==> src/hw/rtl/brwp_pkg.sv <==
// ----------------------------------------------------------------------------
// brwp_pkg
// Types, codes and constants shared by the bitstream patcher modules.
// ----------------------------------------------------------------------------
package brwp_pkg;

	localparam int SCAN_LIMIT_DEF  = 256;
	localparam int QUEUE_DEPTH_DEF = 2;

	localparam int ADDR_W  = 14;
	localparam int VALUE_W = 32;

	// Configuration register indexes
	localparam logic REG_TARGET_ADDRESS = 1'b0;
	localparam logic REG_NEW_VALUE      = 1'b1;

	// Result status codes
	localparam logic [1:0] ST_SCANNING  = 2'd0;
	localparam logic [1:0] ST_REPLACED  = 2'd1;
	localparam logic [1:0] ST_NOT_FOUND = 2'd2;
	localparam logic [1:0] ST_ERROR     = 2'd3;

	// Sync word, first byte at index 0
	localparam logic [7:0] SYNC_WORD [4] = '{8'hAA, 8'h99, 8'h55, 8'h66};

	// Packet header kinds, bits 31:27 of the header
	localparam logic [4:0] KIND_NOP   = 5'b00100;
	localparam logic [4:0] KIND_READ  = 5'b00101;
	localparam logic [4:0] KIND_WRITE = 5'b00110;
	// Type-2 header, bits 31:29
	localparam logic [2:0] TYPE2_HDR  = 3'b010;

	// One classified byte handed from the parser to the output side
	typedef struct packed {
		logic [7:0]         data_byte;
		logic               replace;
		logic [1:0]         patch_index;
		logic [1:0]         status;
		logic [VALUE_W-1:0] old_value;
	} brwp_item_t;

endpackage

==> src/hw/rtl/bitstream_register_write_patcher_unit.sv <==
// An accepted byte goes through a queue slot and the output register to the master side.
// Throughput: one byte per cycle unless the master side stalls; parser steps once per byte.
// The queue, two entries deep by default, accepts input during output stalls until full.
// Reset (arst_n low, asynchronous): parser returns to sync search, queue and output empty,
// target_address and new_value cleared to zero.
// ----------------------------------------------------------------------------
// bitstream_register_write_patcher_unit
// Passes a configuration bitstream through byte by byte and patches the data
// word of one single-word register write, reporting the original word.
// ----------------------------------------------------------------------------
module bitstream_register_write_patcher_unit #(
	parameter int SCAN_LIMIT  = brwp_pkg::SCAN_LIMIT_DEF,
	parameter int QUEUE_DEPTH = brwp_pkg::QUEUE_DEPTH_DEF
) (
	input  logic        clk,
	input  logic        arst_n,
	// configuration write port
	input  logic        cfg_wr_en,
	input  logic        cfg_index,
	input  logic [31:0] cfg_wdata,
	// input beats
	input  logic        s_axis_tvalid,
	output logic        s_axis_tready,
	input  logic [7:0]  s_axis_tdata,  // [7:0] data_byte
	input  logic        s_axis_tuser,  // [0] start_of_file
	// result beats
	output logic        m_axis_tvalid,
	input  logic        m_axis_tready,
	output logic [39:0] m_axis_tdata,  // [7:0] out_byte, [39:8] old_value
	output logic [2:0]  m_axis_tuser   // [0] byte_replaced, [2:1] status
);
	import brwp_pkg::*;

	logic [ADDR_W-1:0]  target_address_q;
	logic [VALUE_W-1:0] new_value_q;
	logic               in_beat;
	logic               queue_full;
	logic               queue_empty;
	logic               queue_pop;
	brwp_item_t         parsed_item;
	brwp_item_t         head_item;

	// Hold the configuration; writes must arrive only while the unit is idle (not enforced here).
	always_ff @(posedge clk or negedge arst_n) begin
		if (!arst_n) begin
			target_address_q <= '0;
			new_value_q      <= '0;
		end else if (cfg_wr_en) begin
			unique case (cfg_index)
				REG_TARGET_ADDRESS: target_address_q <= cfg_wdata[ADDR_W-1:0];
				REG_NEW_VALUE:      new_value_q      <= cfg_wdata[VALUE_W-1:0];
				default:            target_address_q <= target_address_q;
			endcase
		end
	end

	// Accept a beat whenever the queue has room; the output side drains it independently.
	assign s_axis_tready = !queue_full;
	assign in_beat       = s_axis_tvalid && s_axis_tready;

	// Front: advance the parse state and classify the byte.
	brwp_parser #(
		.SCAN_LIMIT(SCAN_LIMIT)
	) u_parser (
		.clk            (clk),
		.arst_n         (arst_n),
		.accept         (in_beat),
		.data_byte      (s_axis_tdata),
		.start_of_file  (s_axis_tuser),
		.target_address (target_address_q),
		.item           (parsed_item)
	);

	// Decouple the parser from output stalls.
	brwp_queue #(
		.DEPTH(QUEUE_DEPTH)
	) u_queue (
		.clk       (clk),
		.arst_n    (arst_n),
		.push      (in_beat),
		.push_item (parsed_item),
		.pop       (queue_pop),
		.head_item (head_item),
		.full      (queue_full),
		.empty     (queue_empty)
	);

	// Back: substitute patched bytes and register the result beat.
	brwp_emitter u_emitter (
		.clk           (clk),
		.arst_n        (arst_n),
		.head_item     (head_item),
		.empty         (queue_empty),
		.new_value     (new_value_q),
		.pop           (queue_pop),
		.m_axis_tvalid (m_axis_tvalid),
		.m_axis_tready (m_axis_tready),
		.m_axis_tdata  (m_axis_tdata),
		.m_axis_tuser  (m_axis_tuser)
	);

endmodule

==> src/hw/rtl/brwp_parser.sv <==
// ----------------------------------------------------------------------------
// brwp_parser
// Sync search and packet header walk; classifies each accepted byte.
// ----------------------------------------------------------------------------
module brwp_parser #(
	parameter int SCAN_LIMIT = brwp_pkg::SCAN_LIMIT_DEF
) (
	input  logic                        clk,
	input  logic                        arst_n,
	input  logic                        accept,
	input  logic [7:0]                  data_byte,
	input  logic                        start_of_file,
	input  logic [brwp_pkg::ADDR_W-1:0] target_address,
	output brwp_pkg::brwp_item_t        item
);
	import brwp_pkg::*;

	localparam int PW = $clog2(SCAN_LIMIT + 1);
	localparam logic [PW-1:0] LIMIT    = PW'(SCAN_LIMIT);
	localparam logic [PW-1:0] LAST_POS = PW'(SCAN_LIMIT - 1);

	localparam logic [2:0] PH_SYNC   = 3'd0;
	localparam logic [2:0] PH_HEADER = 3'd1;
	localparam logic [2:0] PH_SKIP   = 3'd2;
	localparam logic [2:0] PH_PATCH  = 3'd3;
	localparam logic [2:0] PH_DONE   = 3'd4;

	logic [PW-1:0]      pos_q,   c_pos,   n_pos;
	logic [2:0]         phase_q, c_phase, n_phase;
	logic [1:0]         sync_q,  c_sync,  n_sync;
	logic [23:0]        hdr_q,   c_hdr,   n_hdr;
	logic [1:0]         hbs_q,   c_hbs,   n_hbs;
	logic [11:0]        skip_q,  c_skip,  n_skip;
	logic [VALUE_W-1:0] old_q,   c_old,   n_old;
	logic [1:0]         final_q, c_final, n_final;
	logic [31:0]        word;
	logic [11:0]        skip_dec;
	logic               rep;

	always_comb begin
		// a start-of-file byte sees the cleared state
		c_pos   = start_of_file ? '0 : pos_q;
		c_phase = start_of_file ? PH_SYNC : phase_q;
		c_sync  = start_of_file ? '0 : sync_q;
		c_hdr   = start_of_file ? '0 : hdr_q;
		c_hbs   = start_of_file ? '0 : hbs_q;
		c_skip  = start_of_file ? '0 : skip_q;
		c_old   = start_of_file ? '0 : old_q;
		c_final = start_of_file ? ST_SCANNING : final_q;

		n_pos   = (c_pos >= LAST_POS) ? LIMIT : c_pos + 1'b1;
		n_phase = c_phase;
		n_sync  = c_sync;
		n_hdr   = c_hdr;
		n_hbs   = c_hbs;
		n_skip  = c_skip;
		n_old   = c_old;
		n_final = c_final;
		rep     = 1'b0;
		word    = {c_hdr, data_byte};
		skip_dec = (c_skip != '0) ? c_skip - 1'b1 : c_skip;

		unique case (c_phase)
			PH_SYNC: begin
				if (c_sync != 2'd0 && data_byte == SYNC_WORD[c_sync]) begin
					if (c_sync == 2'd3) begin
						n_sync  = 2'd0;
						n_phase = PH_HEADER;
						n_hbs   = 2'd0;
					end else begin
						n_sync = c_sync + 2'd1;
					end
				end else begin
					n_sync = (c_pos < LIMIT && data_byte == SYNC_WORD[0]) ? 2'd1 : 2'd0;
				end
				if (n_phase == PH_SYNC && n_sync == 2'd0 && n_pos == LIMIT) begin
					n_phase = PH_DONE;
					n_final = ST_NOT_FOUND;
				end
			end
			PH_HEADER: begin
				n_hdr = word[23:0];
				if (c_hbs == 2'd3) begin
					n_hbs = 2'd0;
					if (word[31:27] == KIND_NOP) begin
						n_phase = PH_HEADER;
					end else if (word[31:27] == KIND_READ) begin
						n_phase = PH_DONE;
						n_final = ST_ERROR;
					end else if (word[31:27] == KIND_WRITE) begin
						if (word[26:13] != target_address) begin
							if (word[9:0] != 10'd0) begin
								n_skip  = {word[9:0], 2'b00};
								n_phase = PH_SKIP;
							end
						end else if (word[9:0] != 10'd1) begin
							n_phase = PH_DONE;
							n_final = ST_ERROR;
						end else begin
							n_phase = PH_PATCH;
							n_old   = '0;
						end
					end else if (word[31:29] == TYPE2_HDR) begin
						n_phase = PH_DONE;
						n_final = ST_NOT_FOUND;
					end else begin
						n_phase = PH_DONE;
						n_final = ST_ERROR;
					end
				end else begin
					n_hbs = c_hbs + 2'd1;
				end
			end
			PH_SKIP: begin
				n_skip = skip_dec;
				if (skip_dec == '0) begin
					n_phase = PH_HEADER;
					n_hbs   = 2'd0;
				end
			end
			PH_PATCH: begin
				rep   = 1'b1;
				n_old = {c_old[VALUE_W-9:0], data_byte};
				if (c_hbs == 2'd3) begin
					n_hbs   = 2'd0;
					n_phase = PH_DONE;
					n_final = ST_REPLACED;
				end else begin
					n_hbs = c_hbs + 2'd1;
				end
			end
			default: begin
			end
		endcase

		// the next header would begin at or past the limit
		if (n_phase == PH_HEADER && n_hbs == 2'd0 && n_pos == LIMIT) begin
			n_phase = PH_DONE;
			n_final = ST_NOT_FOUND;
		end

		item.data_byte   = data_byte;
		item.replace     = rep;
		item.patch_index = c_hbs;
		item.status      = n_final;
		item.old_value   = (n_final == ST_REPLACED) ? n_old : '0;
	end

	always_ff @(posedge clk or negedge arst_n) begin
		if (!arst_n) begin
			pos_q   <= '0;
			phase_q <= PH_SYNC;
			sync_q  <= '0;
			hdr_q   <= '0;
			hbs_q   <= '0;
			skip_q  <= '0;
			old_q   <= '0;
			final_q <= ST_SCANNING;
		end else if (accept) begin
			pos_q   <= n_pos;
			phase_q <= n_phase;
			sync_q  <= n_sync;
			hdr_q   <= n_hdr;
			hbs_q   <= n_hbs;
			skip_q  <= n_skip;
			old_q   <= n_old;
			final_q <= n_final;
		end
	end

endmodule

==> src/hw/rtl/brwp_queue.sv <==
// ----------------------------------------------------------------------------
// brwp_queue
// Short first-in first-out queue of classified bytes.
// ----------------------------------------------------------------------------
module brwp_queue #(
	parameter int DEPTH = brwp_pkg::QUEUE_DEPTH_DEF
) (
	input  logic                 clk,
	input  logic                 arst_n,
	input  logic                 push,
	input  brwp_pkg::brwp_item_t push_item,
	input  logic                 pop,
	output brwp_pkg::brwp_item_t head_item,
	output logic                 full,
	output logic                 empty
);
	import brwp_pkg::*;

	localparam int AW = (DEPTH > 1) ? $clog2(DEPTH) : 1;
	localparam int CW = $clog2(DEPTH + 1);
	localparam logic [AW-1:0] LAST_SLOT = AW'(DEPTH - 1);

	brwp_item_t    slot_q [DEPTH];
	logic [AW-1:0] wr_ptr_q;
	logic [AW-1:0] rd_ptr_q;
	logic [CW-1:0] count_q;

	assign full      = (count_q == CW'(DEPTH));
	assign empty     = (count_q == '0);
	assign head_item = slot_q[rd_ptr_q];

	always_ff @(posedge clk) begin
		if (push) begin
			slot_q[wr_ptr_q] <= push_item;
		end
	end

	always_ff @(posedge clk or negedge arst_n) begin
		if (!arst_n) begin
			wr_ptr_q <= '0;
			rd_ptr_q <= '0;
			count_q  <= '0;
		end else begin
			if (push) begin
				wr_ptr_q <= (wr_ptr_q == LAST_SLOT) ? '0 : wr_ptr_q + 1'b1;
			end
			if (pop) begin
				rd_ptr_q <= (rd_ptr_q == LAST_SLOT) ? '0 : rd_ptr_q + 1'b1;
			end
			if (push && !pop) begin
				count_q <= count_q + 1'b1;
			end else if (pop && !push) begin
				count_q <= count_q - 1'b1;
			end
		end
	end

endmodule

==> src/hw/rtl/brwp_emitter.sv <==
// ----------------------------------------------------------------------------
// brwp_emitter
// Output register: substitutes patched bytes and presents result beats.
// ----------------------------------------------------------------------------
module brwp_emitter (
	input  logic                         clk,
	input  logic                         arst_n,
	input  brwp_pkg::brwp_item_t         head_item,
	input  logic                         empty,
	input  logic [brwp_pkg::VALUE_W-1:0] new_value,
	output logic                         pop,
	output logic                         m_axis_tvalid,
	input  logic                         m_axis_tready,
	output logic [39:0]                  m_axis_tdata,
	output logic [2:0]                   m_axis_tuser
);
	import brwp_pkg::*;

	logic       valid_q;
	logic [7:0] byte_q;
	logic       rep_q;
	logic [1:0] status_q;
	logic [VALUE_W-1:0] old_q;
	logic [7:0] out_byte;

	assign pop = !empty && (!valid_q || m_axis_tready);

	// most significant byte of the new word goes out first
	always_comb begin
		unique case (head_item.patch_index)
			2'd0: out_byte = new_value[31:24];
			2'd1: out_byte = new_value[23:16];
			2'd2: out_byte = new_value[15:8];
			2'd3: out_byte = new_value[7:0];
			default: out_byte = new_value[7:0];
		endcase
		if (!head_item.replace) begin
			out_byte = head_item.data_byte;
		end
	end

	always_ff @(posedge clk or negedge arst_n) begin
		if (!arst_n) begin
			valid_q <= 1'b0;
		end else if (pop) begin
			valid_q <= 1'b1;
		end else if (m_axis_tready) begin
			valid_q <= 1'b0;
		end
	end

	always_ff @(posedge clk) begin
		if (pop) begin
			byte_q   <= out_byte;
			rep_q    <= head_item.replace;
			status_q <= head_item.status;
			old_q    <= head_item.old_value;
		end
	end

	assign m_axis_tvalid = valid_q;
	assign m_axis_tdata  = {old_q, byte_q};
	assign m_axis_tuser  = {status_q, rep_q};

endmodule

==> config.mk <==
export PLATFORM = sky130hd
export DESIGN_NAME = bitstream_register_write_patcher_unit
export DESIGN_NICKNAME = d
export VERILOG_FILES = /design/src/hw/rtl/brwp_pkg.sv /design/src/hw/rtl/bitstream_register_write_patcher_unit.sv /design/src/hw/rtl/brwp_parser.sv /design/src/hw/rtl/brwp_queue.sv /design/src/hw/rtl/brwp_emitter.sv
export SDC_FILE = /design/constraint.sdc
export NUM_CORES = 1
export LEC_CHECK = 0
export BUFFER_PORTS_ARGS = -buffer_cell sky130_fd_sc_hd__buf_2
export CORE_MARGIN = 5
export CORE_UTILIZATION = 35
export DETAILED_ROUTE_END_ITERATION = 8
export SLEW_MARGIN = 20
export SYNTH_ARGS = -nofsm -noshare
export SYNTH_HDL_FRONTEND = slang
export SYNTH_SLANG_ARGS = --single-unit
==> constraint.sdc <==
create_clock -name clk -period 3.21 [get_ports clk]
set_input_delay 0.642 -clock clk [delete_from_list [all_inputs] [get_ports clk]]
set_output_delay 0.642 -clock clk [all_outputs]
set_load 0.01 [all_outputs]
==> results.toml <==
[run_status]
outcome = "complete, but fails checks"
violations = "negative setup slack"

[setup_path]
arrival_ns = 3.64
critPathKind = "register to register"
max_stage_delay_ns = 0.41
critPathCaptureType = "register"
crit_family = "compound AO/OA/AOI/OAI gates"
worstPathRequired_ns = 3.49
cp_slowest_cell = "or3_4"
cp_max_fo = 5
critPathMostFrequentCell = "buf_6"
cp-start-kind = "register"
crit_chain = "nor2b_4 -> buf_6 -> ha_4 -> o32a_1 -> or3_4 -> a2111o_1 -> a221o_1 -> a211oi_4 -> buf_6 -> buf_6 -> buf_16 -> nor3_2"
path_buf_inv = 4

[sta]
fin_crit_ns = 3.36
skew_ns = 0.0255
timing.final.crit_share_pct = 105
drv_slew = 0
setup_viol = 68
hold_violations = 0
relSlewSlack_pct = 45.9
timing.final.ws_setup_ns = -0.148
rsz0062_at_grt = "true"
tightest_slew_ns = 0.809
max_freq_mhz = 298
hold_ws_ns = 0.0434

[final_layout]
fillCellCount = 3257
layout.cells.non_filler = 1747
final_layout_size_suffix_gt1_share_pct = 36.0
multi_input_area_sq_um = 5170
syn_to_final_growth_pct = 28.0
final_util_pct = 45.4
regArea_sq_um = 7420
nets = 1316

[detailed_routing]
wl_per_cell_um = 19.4
num_vias = 9520
wl_met1_mm = 15.8
dr.pass1.iters = 5
drtIter0Drc = 628
route.detailed.drc = 0
drt-vias-per-instance = 5.45
drt_wl_total_mm = 33.9
top_layer = "met4"
drtAntennaViolNets = 0
met3_length_mm = 1.34
wl_met2_mm = 15.9

[logic_synthesis]
synthCells = 1041
synthArstFlopShare_pct = 50.7
ys.flop_type = "dfrtp_1"
avgSynthCellArea_sq_um = 12.2
synth_edf_count = 133
syn-cell-area_sq_um = 12700
yosys_warnings = 0
yosysUniqueCellTypes = 75
synth_seq_cells = 270
yosysSeqAreaShare_pct = 58.7
synth.net_count = 1095

[hold_path]
hp-class = "primary input to asynchronous set/reset pin"

[clock_tree]
cts_tree = "yes"
clock_latency_ns = 0.56
clockBufferDepth = 3
htree_levels = 1
clk_pin_slew_ns = 0.06
cts_made_buffers = 30
clockRootBuffer = "clkbuf_16"
cts.sinks = 270

[pwr]
combinationalPowerShare_pct = 31.6
vdd_ir_drop_max_mv = 0.354
seqPwrFrac_pct = 41.1
swShare_pct = 32.4
power.internal_uw = 8570
power_density_nw_per_um2 = 783
switching_power_uw = 4110
p_leak_uw = 0.00641
p_clk_share_pct = 27.3

[floorplan]
die_w_um = 200
die_area_sq_um = 40100
start_util_pct = 35.5
core_sq_um = 35700
io_pins = 92
rows = 69
fp.dieH_um = 200

[global_routing]
grt_pass1_vias = 9610
grt_usage_pct = 16.4
antenna_found_initial = 0
gr-total-overflow = 0
grt_start_max_net_pins = 57
grt_pass1_wl_mm = 54.2

[run]
max-cap-violations = 0

[placed_design]
dpl.cell_count = 1675
gp_congestion = 0.889
io_buffers = 91
dp_hpwl_mm = 23.3
-- final timing paths --
kind / from / endpoint / slack [ns] / cells after the start
setup reg to reg: u_parser.sync_q[0] / u_queue.slot_q[1][22] / -0.15 / 12
hold reg to reg: new_value_q[16] / new_value_q[16] / 0.50 / 1
min in group clk: cfg_wdata[27] / new_value_q[27] / 0.32 / 2
setup / recovery: u_parser.sync_q[0] / u_queue.slot_q[1][22] / -0.15 / 12
hold / removal: arst_n / target_address_q[12] / 0.04 / 1
max in group asynchronous: arst_n / new_value_q[22] / 2.35 / 2
-- flip-flops by register name (all words and copies together) (netlist names), 3 cells and up --
name / flops
u_parser.old_q: 32
u_parser.skip_q: 12
u_emitter.byte_q: 8
u_queue.slot_q: 90
target_address_q: 14
u_parser.hdr_q: 24
new_value_q: 32
u_emitter.old_q: 32
u_parser.pos_q: 9
u_parser.phase_q: 3
-- worst register-to-register path, delay by kind of cell, from the launching register on --
kind	cells	cell delay (ns)
AO/OA/AOI/OAI	4	1.38
AND/OR/NAND/NOR	3	0.58
buffers and inverters	4	0.53
flip-flops	1	0.37
adder cells (fa/ha/maj)	1	0.22
-- cells in the mapped netlist (8+ instances only) --
cell        n  share of area (%)
nand3_1    16               0.63
buf_1       9               0.27
nor2b_1    11               0.54
inv_1      22               0.65
mux2_2     83                7.4
nor4_1     14               0.69
o21ai_0    62                2.5
a21oi_1    25               0.99
nand2b_1   15               0.74
dfrtp_1   137                 27
nor2_1     48                1.4
mux2i_1    18                1.4
nor3_1     51                2.0
edfxtp_1  133                 32
xnor2_1     9               0.62
a22o_1     39                2.7
clkbuf_1   51                1.5
o211ai_1   12               0.71
a22oi_1    50                3.0
mux4_2      8                1.4
a31oi_1    13               0.64
nand2_1    75                2.2
-- layout make-up --
type / instances / area share [%]
Antenna cell: 1 / 0.0154
Clock buffer: 34 / 4.86
Clock inverter: 21 / 1.33
Inverter: 23 / 0.533
Multi-Input combinational cell: 678 / 31.9
Sequential cell: 270 / 45.8
Tap cell: 461 / 3.56
Timing Repair Buffer: 259 / 11.9
-- cells in the final DEF, fill, tap and decap left out, types with 16 or more instances in the layout --
cell,synthesis,layout
a21oi_1,25,22
a22o_1,39,39
a22oi_1,50,50
buf_2,5,89
buf_4,5,151
clkbuf_16,0,32
dfrtp_1,137,136
edfxtp_1,133,133
inv_1,22,21
mux2_2,83,83
mux2i_1,18,18
nand2_1,75,74
nand3_1,16,16
nor2_1,48,46
nor3_1,51,21
nor3_2,0,24
o21ai_0,62,61
-- power by group through the flow --
| stage | registers, uW | clock network (uW) | logic (uW) |
|---|---|---|---|
| 2_1_floorplan | 5230 | 0 | 2320 |
| 3_3_place_gp | 5250 | 0 | 3820 |
| 3_5_place_dp | 5280 | 0 | 3850 |
| 4_1_cts | 5220 | 3550 | 3980 |
| 5_1_grt | 5330 | 3690 | 4400 |
| 6_report | 5220 | 3460 | 4000 |
-- logic make-up (layout without fill, tap and decap cells) --
family | Yosys count | count (layout) | synth area share, %
AO/OA/AOI/OAI | 268 | 268 | 14.9
XOR/XNOR | 15 | 15 | 1.04
adder cells (fa/ha/maj) | 7 | 7 | 0.692
buffers and inverters | 93 | 337 | 2.96
flip-flops | 270 | 270 | 58.7
multiplexers | 109 | 109 | 10.2
other | 0 | 1 | 0
AND/OR/NAND/NOR | 279 | 279 | 11.5
-- layer usage --
layer	up-vias	global-route usage, %
met2	239	26.9
met5	-	0
met4	0	4.43
met3	49	2.22
met1	4775	23.2
li1	4457	-
-- metrics by stage --
stage	instance area (sq um)	total power [uW]	worst slack, ns	setup TNS (ns)
4_1_cts	16000	12700	-0.119	-5.46
6_report	16200	12700	-0.148	-8.35
2_1_floorplan	12900	7550	-1.18	-81.33
5_1_grt	16200	13400	-0.253	-15.52
3_5_place_dp	14800	9120	-0.795	-69.19
3_3_place_gp	14800	9060	-0.706	-62.98
-- repair_timing --
item | CTS | global route
hold buffers | 0 | 0
setup endpoints to repair | 71 | 73
cloned | 4 | 1
setup buffers | 9 | 2
pin swaps | 12 | 9
gates resized for setup | 21 | 22
(Power assumes the default switching activity.)
